`config.mk`:
```
export PLATFORM = sky130hd
export DESIGN_NAME = periodic_task_release_monitor_unit
export DESIGN_NICKNAME = d
export VERILOG_FILES = /design/src/rtl/core/ptrm_pkg.sv /design/src/rtl/core/ptrm_alu.sv /design/src/rtl/core/periodic_task_release_monitor_unit.sv
export SDC_FILE = /design/constraint.sdc
export NUM_CORES = 2
export LEC_CHECK = 0
export BUFFER_PORTS_ARGS = -buffer_cell sky130_fd_sc_hd__buf_2
export CELL_PAD_IN_SITES_DETAIL_PLACEMENT = 0
export CELL_PAD_IN_SITES_GLOBAL_PLACEMENT = 2
export CORE_UTILIZATION = 35
export DETAILED_ROUTE_END_ITERATION = 8
export PLACE_DENSITY = 0.6
export REMOVE_ABC_BUFFERS = 1
export SLEW_MARGIN = 20
export SYNTH_ARGS = -nofsm -noshare
export SYNTH_HDL_FRONTEND = slang
export SYNTH_HIERARCHICAL = 1
export SYNTH_SLANG_ARGS = --single-unit
```
`constraint.sdc`:
```
create_clock -name clk_i -period 9.4 [get_ports clk_i]
set_clock_uncertainty 0.15 [all_clocks]
set_input_delay 0.94 -clock clk_i [delete_from_list [all_inputs] [get_ports clk_i]]
set_output_delay 0.94 -clock clk_i [all_outputs]
set_load 0.02 [all_outputs]
```
`src/rtl/core/ptrm_pkg.sv`:
```
// ----------------------------------------------------------------------------
// ptrm_pkg: shared types and constants of the task release monitor.
// Result kinds, action codes, run states and the sequencer state type.
// ----------------------------------------------------------------------------
package ptrm_pkg;

  // Input action codes.
  localparam logic [2:0] ACT_TICK   = 3'd0;
  localparam logic [2:0] ACT_SETPER = 3'd1;
  localparam logic [2:0] ACT_SETSPO = 3'd2;
  localparam logic [2:0] ACT_FINISH = 3'd3;
  localparam logic [2:0] ACT_WAIT   = 3'd4;
  localparam logic [2:0] ACT_STATS  = 3'd5;

  // Result kinds.
  localparam logic [2:0] K_RELEASE = 3'd0;
  localparam logic [2:0] K_MISS    = 3'd1;
  localparam logic [2:0] K_TICK    = 3'd2;
  localparam logic [2:0] K_STATS   = 3'd3;
  localparam logic [2:0] K_ACK     = 3'd4;
  localparam logic [2:0] K_ERROR   = 3'd5;

  // Run states of an entry.
  localparam logic [1:0] RS_STARTED = 2'd0;
  localparam logic [1:0] RS_RUNNING = 2'd1;
  localparam logic [1:0] RS_BLOCKED = 2'd2;

  // Sequencer states, one-hot.
  typedef enum logic [5:0] {
    ST_IDLE = 6'b000001,
    ST_RD   = 6'b000010,
    ST_EVAL = 6'b000100,
    ST_PRED = 6'b001000,
    ST_OUT  = 6'b010000,
    ST_NEXT = 6'b100000
  } state_e;

endpackage

```
`src/rtl/core/ptrm_alu.sv`:
```
// ----------------------------------------------------------------------------
// ptrm_alu: shared time adder and comparator.
// Computes a + b both wrapped and saturated, and compares against a time.
// ----------------------------------------------------------------------------
module ptrm_alu #(
  parameter int TimeBits = 32
) (
  input  logic [TimeBits-1:0] a_i,
  input  logic [TimeBits-1:0] b_i,
  input  logic [TimeBits-1:0] t_i,
  output logic [TimeBits-1:0] wrap_o,
  output logic                t_ge_a_o,
  output logic                t_le_sat_o,
  output logic                sat_lt_t_o
);
  logic [TimeBits:0] sum;
  logic [TimeBits-1:0] sat;

  // One wide add shared by the saturated checks and the wrapped output.
  assign sum    = {1'b0, a_i} + {1'b0, b_i};
  assign wrap_o = sum[TimeBits-1:0];
  assign sat    = sum[TimeBits] ? {TimeBits{1'b1}} : sum[TimeBits-1:0];
  assign t_ge_a_o   = t_i >= a_i;
  assign t_le_sat_o = t_i <= sat;
  assign sat_lt_t_o = sat < t_i;
endmodule

```
`src/rtl/core/periodic_task_release_monitor_unit.sv`:
```
// ----------------------------------------------------------------------------
// periodic_task_release_monitor_unit: periodic/sporadic task release table.
// ----------------------------------------------------------------------------
// A tick walks the entries one per pass of a small sequencer through a shared
// adder/comparator. Each valid entry passes through five states (read,
// evaluate, decide, output, advance), and an invalid one is skipped in the read
// state, which also emits the tick done result once the walk is over. Every
// other action passes through the read and evaluate states. Any result that
// waits on out_stall_i holds the sequencer for as long as the stall lasts.
// The block takes one item at a time; in_stall_o is high while an item is
// in work.
module periodic_task_release_monitor_unit #(
  parameter int TASKS     = 8,
  parameter int TIME_BITS = 32
) (
  input  logic        clk_i,
  input  logic        rst_ni,
  input  logic        cfg_valid_i,
  output logic        cfg_ready_o,
  input  logic [3:0]  cfg_data_i,
  input  logic        in_valid_i,
  output logic        in_stall_o,
  input  logic [2:0]  action_i,
  input  logic [2:0]  task_index_i,
  input  logic [31:0] phase_i,
  input  logic [31:0] period_i,
  input  logic [31:0] deadline_i,
  input  logic [2:0]  predecessor_i,
  output logic        out_valid_o,
  input  logic        out_stall_i,
  output logic [2:0]  kind_o,
  output logic [2:0]  task_index_res_o,
  output logic [31:0] activations_o,
  output logic [31:0] misses_o,
  output logic [31:0] tick_now_o,
  output logic        last_o
);
  import ptrm_pkg::*;

  localparam int IW = (TASKS > 1) ? $clog2(TASKS) : 1;
  localparam int CW = $clog2(TASKS + 1);

  // Entry storage.
  logic [TASKS-1:0]     valid_q;
  logic                 spor_q [TASKS];
  logic [2:0]           pred_q [TASKS];
  logic [TIME_BITS-1:0] per_q  [TASKS];
  logic [TIME_BITS-1:0] dl_q   [TASKS];
  logic [TIME_BITS-1:0] nrel_q [TASKS];
  logic [TIME_BITS-1:0] cact_q [TASKS];
  logic [31:0]          acnt_q [TASKS];
  logic [31:0]          mcnt_q [TASKS];
  logic [1:0]           rs_q   [TASKS];
  logic [TIME_BITS-1:0] fin_q  [TASKS];

  logic [3:0]           max_q;
  logic [TIME_BITS-1:0] tick_q;
  state_e               st_q;
  logic [2:0]           act_q, idx_q, ipred_q;
  logic [31:0]          iph_q, iper_q, idl_q;
  logic [CW-1:0]        walk_q;
  logic [IW-1:0]        wi;
  logic                 pend_q;   // a pending walk result waits in ST_OUT

  // Working registers loaded from the addressed entry.
  logic                 e_spor_q;
  logic [2:0]           e_pred_q;
  logic [TIME_BITS-1:0] e_per_q, e_dl_q, e_nrel_q, e_cact_q;
  logic                 p_ok_q;
  logic                 win_ok_q; // tick lies inside the deadline window

  logic [TIME_BITS-1:0] alu_a, alu_b, alu_wrap;
  logic                 t_ge_a, t_le_sat, sat_lt_t;

  logic                 out_fire, out_free, out_load, idx_ok, is_tick;
  logic                 set_ok, entry_ok, walk_done;
  logic [IW-1:0]        ai;
  logic [2:0]           eval_kind, rel_kind;
  logic                 rel_pend;

  assign out_fire    = out_valid_o && !out_stall_i;
  assign out_free    = !out_valid_o || out_fire;
  assign in_stall_o  = (st_q != ST_IDLE);
  assign cfg_ready_o = (st_q == ST_IDLE);
  assign wi          = walk_q[IW-1:0];
  assign ai          = IW'(idx_q);
  assign idx_ok      = ({1'b0, idx_q} < 4'(TASKS)) || (TASKS >= 8);
  assign is_tick     = (act_q == ACT_TICK);
  assign set_ok      = idx_ok && ({1'b0, idx_q} < max_q);
  assign entry_ok    = idx_ok && valid_q[ai];
  assign walk_done   = (walk_q == CW'(TASKS));

  // A new result enters the output register in these cases only.
  assign out_load = out_free && ((st_q == ST_RD && is_tick && walk_done) ||
                                 (st_q == ST_EVAL && !is_tick) ||
                                 (st_q == ST_OUT && pend_q));

  // Shared arithmetic unit: next release plus deadline or period on a tick, current activation plus deadline otherwise.
  ptrm_alu #(.TimeBits(TIME_BITS)) u_alu (
    .a_i       (alu_a),
    .b_i       (alu_b),
    .t_i       (tick_q),
    .wrap_o    (alu_wrap),
    .t_ge_a_o  (t_ge_a),
    .t_le_sat_o(t_le_sat),
    .sat_lt_t_o(sat_lt_t)
  );

  always_comb begin
    alu_a = e_nrel_q;
    alu_b = e_dl_q;
    if (!is_tick) begin
      alu_a = e_cact_q;
    end else if (st_q == ST_PRED) begin
      alu_b = e_per_q;
    end
  end

  // Result kind of a single-result action.
  always_comb begin
    eval_kind = K_ERROR;
    case (act_q)
      ACT_SETPER, ACT_SETSPO: begin
        if (set_ok) begin
          eval_kind = K_ACK;
        end
      end
      ACT_FINISH, ACT_WAIT: begin
        if (entry_ok) begin
          eval_kind = K_ACK;
        end
      end
      ACT_STATS: begin
        if (entry_ok) begin
          eval_kind = K_STATS;
        end
      end
      default: eval_kind = K_ERROR;
    endcase
  end

  // Outcome of the walked entry.
  always_comb begin
    if (!e_spor_q) begin
      rel_pend = t_ge_a;
      rel_kind = win_ok_q ? K_RELEASE : K_MISS;
    end else begin
      rel_pend = p_ok_q;
      rel_kind = K_RELEASE;
    end
  end

  // Sequencer and storage updates.
  always_ff @(posedge clk_i or negedge rst_ni) begin
    if (!rst_ni) begin
      st_q        <= ST_IDLE;
      valid_q     <= '0;
      max_q       <= 4'd8;
      tick_q      <= '0;
      out_valid_o <= 1'b0;
      walk_q      <= '0;
      pend_q      <= 1'b0;
    end else begin
      if (cfg_valid_i && cfg_ready_o) begin
        max_q <= cfg_data_i;
      end
      if (out_load) begin
        out_valid_o <= 1'b1;
      end else if (out_fire) begin
        out_valid_o <= 1'b0;
      end
      case (st_q)
        ST_IDLE: begin
          if (in_valid_i) begin
            act_q   <= action_i;
            idx_q   <= task_index_i;
            ipred_q <= predecessor_i;
            iph_q   <= phase_i;
            iper_q  <= period_i;
            idl_q   <= deadline_i;
            walk_q  <= '0;
            st_q    <= ST_RD;
          end
        end
        ST_RD: begin
          if (is_tick) begin
            if (walk_done) begin
              // Walk done: increment tick, emit tick done.
              if (out_free) begin
                tick_q <= tick_q + 1'b1;
                kind_o <= K_TICK; task_index_res_o <= '0;
                activations_o <= '0; misses_o <= '0;
                tick_now_o <= 32'(tick_q + 1'b1); last_o <= 1'b1;
                st_q <= ST_IDLE;
              end
            end else if (!valid_q[wi]) begin
              walk_q <= walk_q + 1'b1;
            end else begin
              e_spor_q <= spor_q[wi]; e_pred_q <= pred_q[wi];
              e_per_q  <= per_q[wi];  e_dl_q   <= dl_q[wi];
              e_nrel_q <= nrel_q[wi]; e_cact_q <= cact_q[wi];
              st_q <= ST_EVAL;
            end
          end else begin
            e_dl_q   <= dl_q[ai];
            e_cact_q <= cact_q[ai];
            st_q <= ST_EVAL;
          end
        end
        ST_EVAL: begin
          if (is_tick) begin
            // Predecessor check for sporadic entries, window check for periodic.
            p_ok_q <= ({1'b0, e_pred_q} < 4'(TASKS) || TASKS >= 8) &&
                      valid_q[IW'(e_pred_q)] &&
                      rs_q[IW'(e_pred_q)] == RS_BLOCKED &&
                      fin_q[IW'(e_pred_q)] >= e_cact_q;
            win_ok_q <= t_le_sat;
            st_q <= ST_PRED;
          end else if (out_free) begin
            kind_o <= eval_kind; task_index_res_o <= idx_q;
            activations_o <= (eval_kind == K_STATS) ? acnt_q[ai] : '0;
            misses_o <= (eval_kind == K_STATS) ? mcnt_q[ai] : '0;
            tick_now_o <= 32'(tick_q); last_o <= 1'b1;
            st_q <= ST_IDLE;
            case (act_q)
              ACT_SETPER, ACT_SETSPO: begin
                if (set_ok) begin
                  valid_q[ai] <= 1'b1;
                  spor_q[ai]  <= (act_q == ACT_SETSPO);
                  pred_q[ai]  <= (act_q == ACT_SETSPO) ? ipred_q : 3'd0;
                  dl_q[ai]    <= TIME_BITS'(idl_q);
                  per_q[ai]   <= (act_q == ACT_SETPER) ? TIME_BITS'(iper_q) : '0;
                  nrel_q[ai]  <= (act_q == ACT_SETPER) ? TIME_BITS'(iph_q) : '0;
                  cact_q[ai]  <= (act_q == ACT_SETPER) ? TIME_BITS'(iph_q) : '0;
                  acnt_q[ai]  <= '0;
                  mcnt_q[ai]  <= '0;
                  rs_q[ai]    <= RS_STARTED;
                  fin_q[ai]   <= '0;
                end
              end
              ACT_FINISH: begin
                if (entry_ok) begin
                  rs_q[ai]  <= RS_BLOCKED;
                  fin_q[ai] <= tick_q;
                end
              end
              ACT_WAIT: begin
                if (entry_ok && sat_lt_t) begin
                  mcnt_q[ai] <= mcnt_q[ai] + 1'b1;
                end
              end
              default: ;
            endcase
          end
        end
        ST_PRED: begin
          // Decide the entry's fate and stage its result once the output is free.
          if (out_free) begin
            pend_q <= rel_pend;
            kind_o <= rel_kind; task_index_res_o <= 3'(wi);
            activations_o <= '0; misses_o <= '0;
            tick_now_o <= 32'(tick_q); last_o <= 1'b0;
            if (!e_spor_q) begin
              if (t_ge_a) begin
                nrel_q[wi] <= alu_wrap;
                if (win_ok_q) begin
                  cact_q[wi] <= e_nrel_q;
                  acnt_q[wi] <= acnt_q[wi] + 1'b1;
                  rs_q[wi]   <= RS_RUNNING;
                end else begin
                  mcnt_q[wi] <= mcnt_q[wi] + 1'b1;
                  cact_q[wi] <= alu_wrap;
                end
              end
            end else if (p_ok_q) begin
              cact_q[wi] <= tick_q;
              acnt_q[wi] <= acnt_q[wi] + 1'b1;
              rs_q[wi]   <= RS_RUNNING;
            end
            st_q <= ST_OUT;
          end
        end
        ST_OUT: begin
          if (!pend_q || out_free) begin
            st_q <= ST_NEXT;
          end
        end
        ST_NEXT: begin
          walk_q <= walk_q + 1'b1;
          st_q <= ST_RD;
        end
        default: st_q <= ST_IDLE;
      endcase
    end
  end

endmodule
```
== Word-level counts from Yosys, hierarchy flattened ==
Memories as Yosys holds them, arrays and structs flattened. A register that Yosys moved wholly into a read port is not among the register bits.
Index checks and enable logic that the tools add are counted.
Cells by class
  add/sub/neg operators: 6
  $lt $le $gt $ge: 9
  equal/unequal tests: 28
  multiplexer cells: 150
  bitwise gates (word level): 10
  reduce and logical (&&, ||, !) cells: 50
Operators with widths (count)
  $mux W32: 38
  $pmux W32 S3: 3
  $add A32 B1 Y32 const B: 4
  $reduce_or A32 Y1: 4
  $mux W3: 23
  $ge A32 B32 Y1: 2
  $mux W1: 61
  $mux W6: 8
  $pmux W6 S6: 1
  $add A32 B32 Y33: 1
  $le A32 B32 Y1: 1
  $lt A32 B32 Y1: 1
  $pmux W3 S3: 3
  $logic_and A1 B1 Y1: 18
  $ne A2 B2 Y1 const B: 9
  $reduce_and A6 Y1: 3
  $mux W4: 4
  $reduce_and A5 Y1: 3
  $lt A3 B4 Y1 const B: 3
  $pmux W4 S3: 1
  $reduce_and A4 Y1: 3
  $bmux W1 S3: 3
  $eq A3 B2 Y1 const B: 3
  $or A8 B8 Y8: 1
  30 further kinds: 52
Storage, ports and cells
  bits in registers: 330
  memory bits (writable): 1840
  word-level logic and storage cells: 286
  memories: 10
Memories
  acnt_q: depth 8, width 32, read ports 2, clocked after Yosys merged registers in 1, wr ports 1, RTL line periodic_task_release_monitor_unit.sv:51  | logic [31:0] acnt_q [TASKS];
  cact_q: depth 8, width 32, read ports 2, clocked after Yosys merged registers in 1, wr ports 1, RTL line periodic_task_release_monitor_unit.sv:50  | logic [TIME_BITS-1:0] cact_q [TASKS];
  dl_q: depth 8, width 32, read ports 2, clocked after Yosys merged registers in 1, wr ports 1, RTL line periodic_task_release_monitor_unit.sv:48  | logic [TIME_BITS-1:0] dl_q [TASKS];
  fin_q: depth 8, width 32, read ports 1, clocked after Yosys merged registers in 0, wr ports 1, RTL line periodic_task_release_monitor_unit.sv:54  | logic [TIME_BITS-1:0] fin_q [TASKS];
  mcnt_q: depth 8, width 32, read ports 2, clocked after Yosys merged registers in 1, wr ports 1, RTL line periodic_task_release_monitor_unit.sv:52  | logic [31:0] mcnt_q [TASKS];
  nrel_q: depth 8, width 32, read ports 1, clocked after Yosys merged registers in 1, wr ports 1, RTL line periodic_task_release_monitor_unit.sv:49  | logic [TIME_BITS-1:0] nrel_q [TASKS];
  +4 memories

== Logic depth before layout (Yosys ltp) ==
  word-level depth: 16
  mapped depth: 30

== Hierarchy ==
The synthesis kept the hierarchy.
By module, submodules not included
  periodic_task_release_monitor_unit: times used 1, cells each 5120, area each 97269.5 um^2, sequential area each 66986.7 um^2
  ptrm_alu: times used 1, cells each 556, area each 3788.6 um^2, sequential area each 0.0 um^2

== Worst setup path before layout ==
Ideal clock, no wire load.
  path kind: reg-to-reg
  start point: register act_q[0]
  end point: memory cact_q[1][0] (enable)
  library setup time: 0.377 ns
  data arrival time: 8.909 ns
  slack: -0.035 ns
  stages on the path, launching flop included: 20
  period minus slack after synthesis: 9.435 ns
  cells stage by stage: edfxtp_1 clkbuf_1 or3_1 clkbuf_1 clkbuf_1 clkbuf_1 nand2_1 nand2_1 ha_1 nand2b_1 a21o_1 a21o_1 a21oi_1 o21ai_0 a221oi_1 o211ai_1 and3_1 clkbuf_1 nor3_1 a31o_2
Between the ends
  word-level cells in the longest chain between the ends: 13
  elaborated cells between the ends (all ways): 29
Ends and longest elaborated chain
  start, declared: RTL line periodic_task_release_monitor_unit.sv:59  | logic [2:0] act_q, idx_q, ipred_q;
  start signal, assigned: RTL line periodic_task_release_monitor_unit.sv:175  | act_q <= action_i;
  $logic_not A3 Y1 *: RTL line periodic_task_release_monitor_unit.sv:88  | assign is_tick = (act_q == ACT_TICK);
  $mux W32 *: RTL line periodic_task_release_monitor_unit.sv:112  | if (!is_tick) begin
  net alu_a[0]: RTL line periodic_task_release_monitor_unit.sv:72  | logic [TIME_BITS-1:0] alu_a, alu_b, alu_wrap;
  $ge A32 B32 Y1 *: RTL line ptrm_alu.sv:23  | assign t_ge_a_o = t_i >= a_i;
  net t_ge_a: RTL line periodic_task_release_monitor_unit.sv:73  | logic t_ge_a, t_le_sat, sat_lt_t;
  $mux W1: RTL line periodic_task_release_monitor_unit.sv:264  | if (t_ge_a) begin
  $mux W1: RTL line periodic_task_release_monitor_unit.sv:263  | if (!e_spor_q) begin
  $mux W1: RTL line periodic_task_release_monitor_unit.sv:258  | if (out_free) begin
  $mux W1: RTL line periodic_task_release_monitor_unit.sv:172  | case (st_q)
  $logic_and A1 B1 Y1, on equally long branches: RTL line periodic_task_release_monitor_unit.sv:267, periodic_task_release_monitor_unit.sv:272
  $mux W1, on equally long branches: RTL line periodic_task_release_monitor_unit.sv:267, periodic_task_release_monitor_unit.sv:272
  $or A1 B1 Y1 (no line) * (2 in a row)
  $reduce_or A32 Y1 (no line)
  $mux W3 (no line) or $mux W1 (tied branches)
  end, declared: RTL line periodic_task_release_monitor_unit.sv:50
Mark *: on every way through the listed nets, which the timed path passes. The rest lies on a longest branch.

== Worst setup path after layout ==
  start point: register st_q[5]
  end point: memory mcnt_q[4][10] (enable)
Between the ends
  word-level cells in the longest chain between the ends: 16
  elaborated cells between the ends (all ways): 25
Ends and longest elaborated chain
  start, declared: RTL line periodic_task_release_monitor_unit.sv:58  | state_e st_q;
  start signal, assigned: RTL line periodic_task_release_monitor_unit.sv:156  | st_q <= ST_IDLE;
  start signal, assigned: RTL line periodic_task_release_monitor_unit.sv:182  | st_q <= ST_RD;
  start signal, assigned: RTL line periodic_task_release_monitor_unit.sv:194  | st_q <= ST_IDLE;
  $eq A6 B4 Y1: RTL line periodic_task_release_monitor_unit.sv:114  | end else if (st_q == ST_PRED) begin
  $mux W32: RTL line periodic_task_release_monitor_unit.sv:114
  $mux W32: RTL line periodic_task_release_monitor_unit.sv:112
  net alu_b[19]: RTL line periodic_task_release_monitor_unit.sv:72
  $add A32 B32 Y33: RTL line ptrm_alu.sv:20  | assign sum = {1'b0, a_i} + {1'b0, b_i};
  $mux W32: RTL line ptrm_alu.sv:22  | assign sat = sum[TimeBits] ? {TimeBits{1'b1}} : sum[TimeBits-1:0];
  $lt A32 B32 Y1: RTL line ptrm_alu.sv:25  | assign sat_lt_t_o = sat < t_i;
  net sat_lt_t: RTL line periodic_task_release_monitor_unit.sv:73
  [... 2 more ...]
  $mux W1: RTL line periodic_task_release_monitor_unit.sv:225  | case (act_q)
  $mux W1: RTL line periodic_task_release_monitor_unit.sv:219  | end else if (out_free) begin
  $mux W1: RTL line periodic_task_release_monitor_unit.sv:211  | if (is_tick) begin
  $mux W1: RTL line periodic_task_release_monitor_unit.sv:172
  $logic_and A1 B1 Y1 (implied by the code): RTL line periodic_task_release_monitor_unit.sv:249  | mcnt_q[ai] <= mcnt_q[ai] + 1'b1;
  $mux W1 (implied by the code): RTL line periodic_task_release_monitor_unit.sv:249
  $or A1 B1 Y1 (no line)
  $mux W1 (no line)
  end, declared: RTL line periodic_task_release_monitor_unit.sv:52
The timed path passes the listed nets, and every way through them passes these cells.

==> results_dict.tcl <==
set metrics [dict create \
    final_nets 6237 \
    grt_pass1_wl_mm 425 \
    cts_buffers 264 \
    power.total_mw 24.6 \
    worstSetupEndpoint "mcnt_q[4][10]$_DFFE_PP_" \
    cts_root_buf "clkbuf_16" \
    dr.first_iter.drc_count 4425 \
    avgSynthCellArea_um2 17.8 \
    synth_area_leaders "edfxtp_1 (65%), mux4_2 (16%), mux2_2 (2.0%), mux2i_1 (1.7%), ha_1 (1.7%)" \
    drc_errors 0 \
    antenna_found_initial 15 \
    startpoint "st_q[5]$_DFFE_PN0P_" \
    io_pins 220 \
    relSlewSlack_pct 25.5 \
    r2r_slack_ns 0.83 \
    final-hold-violation-count 0 \
    async_reset_ff_share_pct 2.50 \
    port_buffers 219 \
    die_width_um 539 \
    ant_nets 0 \
    ys.flop_type "edfxtp_1" \
    cts.path.max_buffers 4 \
    dieHeight_um 539 \
    wl_met2_mm 141 \
    firstDrtPassIters 5 \
    setup_viol_count_final 0 \
    place_area_um2 107000 \
    clock-sinks 2241 \
    synth_area_um2 101000 \
    grt_pass1_vias 56732 \
    slew_viol_final 0 \
    ctsHtreeMaxLevel 5 \
    status "complete, no violations" \
    gp_congestion 0.861 \
    netlist_instances 5676 \
    worst_pin_slew_ns 1.12 \
    whs_ns 0.0785 \
    crit_type "register to register" \
    reg2reg_to "mcnt_q[4][10]$_DFFE_PP_" \
    std_cell_rows 196 \
    wl_met3_mm 15.6 \
    reg2reg_depth 27 \
    yosysWarnings 6 \
    final_util_pct 40.4 \
    fin_crit_sh_pct 91.2 \
    core_area_um2 286000 \
    drt-total-wl_mm 298 \
    hpwl_mm 187 \
    hold_start "period_i[10]" \
    start_kind "register" \
    clk_pin_slew_ns 0.06 \
    grt_start_max_net_pins 117 \
    grt_use_total_pct 20.3 \
    critPathArrivalTime_ns 8.90 \
    path_max_fanout 32 \
    clkLatencyLatePin_ns 0.89 \
    synth-seq-cells 2241 \
    pre_cts_slack_ns 1.00 \
    irDropWorstVdd_mv 0.129 \
    cap_violations 0 \
    grt_overflow 0 \
    cts_tree "done" \
    final_layout_size_suffix_gt1_share_pct 28.3 \
    critical_path.endpoint_type "register" \
    start_util_pct 35.3 \
    area_growth_pct 14.4 \
    ys_seq_area_share_pct 66.3 \
    hold_path.class "primary input to register" \
    synth_top_area_share_pct 64.8 \
    ys_types 96 \
    final_area_um2 116000 \
    tns_ns 0 \
    vias 54692 \
    cp.required_ns 9.73 \
    via_per_inst 5.49 \
    setup_slack_ns 0.828 \
    power.leakage_nw 37.9 \
    final_cells 9955 \
    wl_met1_mm 135 \
    fmax_mhz 117 \
    grt_setup_unrepaired "false" \
    synth_edf_count 2182 \
    dp.cells 9463 \
    top_layer "met4" \
    period_needed_ns 8.57 \
    die-area_um2 291000 \
    reg2reg_from "st_q[5]$_DFFE_PN0P_" \
    yosysTopAreaCell "edfxtp_1" \
    power.density_nw_per_um2 213 \
    avgRoutedWirePerCell_um 29.9 \
]
## critical path, cell delays in order (launching register included)
cell and delay [ns]:
dfrtp_1 0.49, or4_1 0.60, nor2b_1 0.13, buf_4 0.15, nand2_1 0.10, buf_4 0.29, mux2_2 0.36, ha_1 0.37
a21oi_1 0.27, o21ai_0 0.19, a31oi_1 0.33, o21ai_0 0.17, a2111o_1 0.45, a21oi_4 0.56, nand2b_1 0.14, ha_1 0.32
a21o_1 0.17, a21o_1 0.17, a21oi_1 0.18, o21ai_0 0.20, a21o_1 0.23, a21oi_1 0.23, and2_1 0.50, nand3_2 0.17
nand2_1 0.13, a22oi_1 0.26, nor2_4 0.20, buf_4 0.57
## power by group
group | switching, mW | total (mW) | internal, mW
sequential | 0.201 | 11.3 | 11.1
combinational | 1.88 | 3.25 | 1.37
clock | 4.17 | 10.0 | 5.86
## state kept, by name, indices dropped and copies added, names as in the netlist, 256 cells and up, named ones only
name / count
fin_q: 256
acnt_q: 256
per_q: 256
dl_q: 256
cact_q: 256
nrel_q: 256
mcnt_q: 256
## synth_stat cells (75+ instances only)
cell	count
and2_1	84
xnor2_1	97
nor2b_1	80
mux4_2	714
a211oi_1	75
a21oi_1	182
nand2_1	260
mux2_2	177
o21ai_0	135
ha_1	136
mux2i_1	175
clkbuf_1	184
xor2_1	76
edfxtp_1	2182
nor2_1	235
inv_1	126
## metal layers
metal / global-route usage, % / up-vias
met2: 32.9 / 1400
met4: 4.55 / 0
met1: 28.9 / 29350
met5: 0 / -
li1: - / 23608
met3: 3.05 / 334
## how the worst min path moves through the flow
stage,endpoint,cells past startpoint
floorplan,pend_q$_DFFE_PN0P_,2
global placement,walk_q[3]$_DFFE_PN0P_,1
detailed placement,max_q[2]$_DFFE_PN0P_,1
CTS,iper_q[7]$_DFFE_PP_,1
global route,iper_q[10]$_DFFE_PP_,1
finish,iper_q[10]$_DFFE_PP_,1
## timing repair
item / 4_1_cts / 5_1_grt
resized for setup: 0 / 0
endpoints found under the hold margin: 39 / 0
hold buffers: 18 / 0
buffers inserted: 0 / 0
## cell type report
| type | instances | area (um2) |
|---|---|---|
| diodes | 3 | 7.51 |
| clock buffers | 317 | 6910 |
| clock inverters | 153 | 1470 |
| fillers | 25667 | 171000 |
| inverters | 127 | 482 |
| multi-input cells | 2966 | 32500 |
| flip-flops and latches | 2241 | 67000 |
| well taps | 3762 | 4710 |
| repair buffers | 386 | 2540 |
## kinds of logic after synthesis
family,Yosys count,share of synthesized area [%]
compound gates,609,3.71
xor+xnor,173,1.50
fa+ha+maj,137,1.70
buf+inv,469,2.09
flops,2241,66.3
mux,1073,19.8
simple gates,974,4.96
## layout by cell type, fill, tap and decap left out, types with 48 or more instances in the layout
| cell | synthesis | layout |
|---|---|---|
| edfxtp_1 | 2182 | 2182 |
| inv_1 | 126 | 123 |
| nand2_1 | 260 | 260 |
| mux2i_1 | 175 | 175 |
| clkbuf_1 | 184 | 48 |
| nor2_1 | 235 | 207 |
| mux2_2 | 177 | 177 |
| xor2_1 | 76 | 76 |
| buf_4 | 26 | 139 |
| clkbuf_16 | 0 | 269 |
| dfrtp_1 | 54 | 51 |
| a211oi_1 | 75 | 75 |
| nor2b_1 | 80 | 80 |
| nand3_1 | 71 | 68 |
| a21o_1 | 55 | 53 |
| a21oi_1 | 182 | 180 |
| mux4_2 | 714 | 714 |
| and2_1 | 84 | 83 |
| buf_2 | 69 | 218 |
| o21ai_0 | 135 | 129 |
| o22ai_1 | 71 | 66 |
| ha_1 | 136 | 136 |
| xnor2_1 | 97 | 97 |
Power figures use the tool's default switching activity.
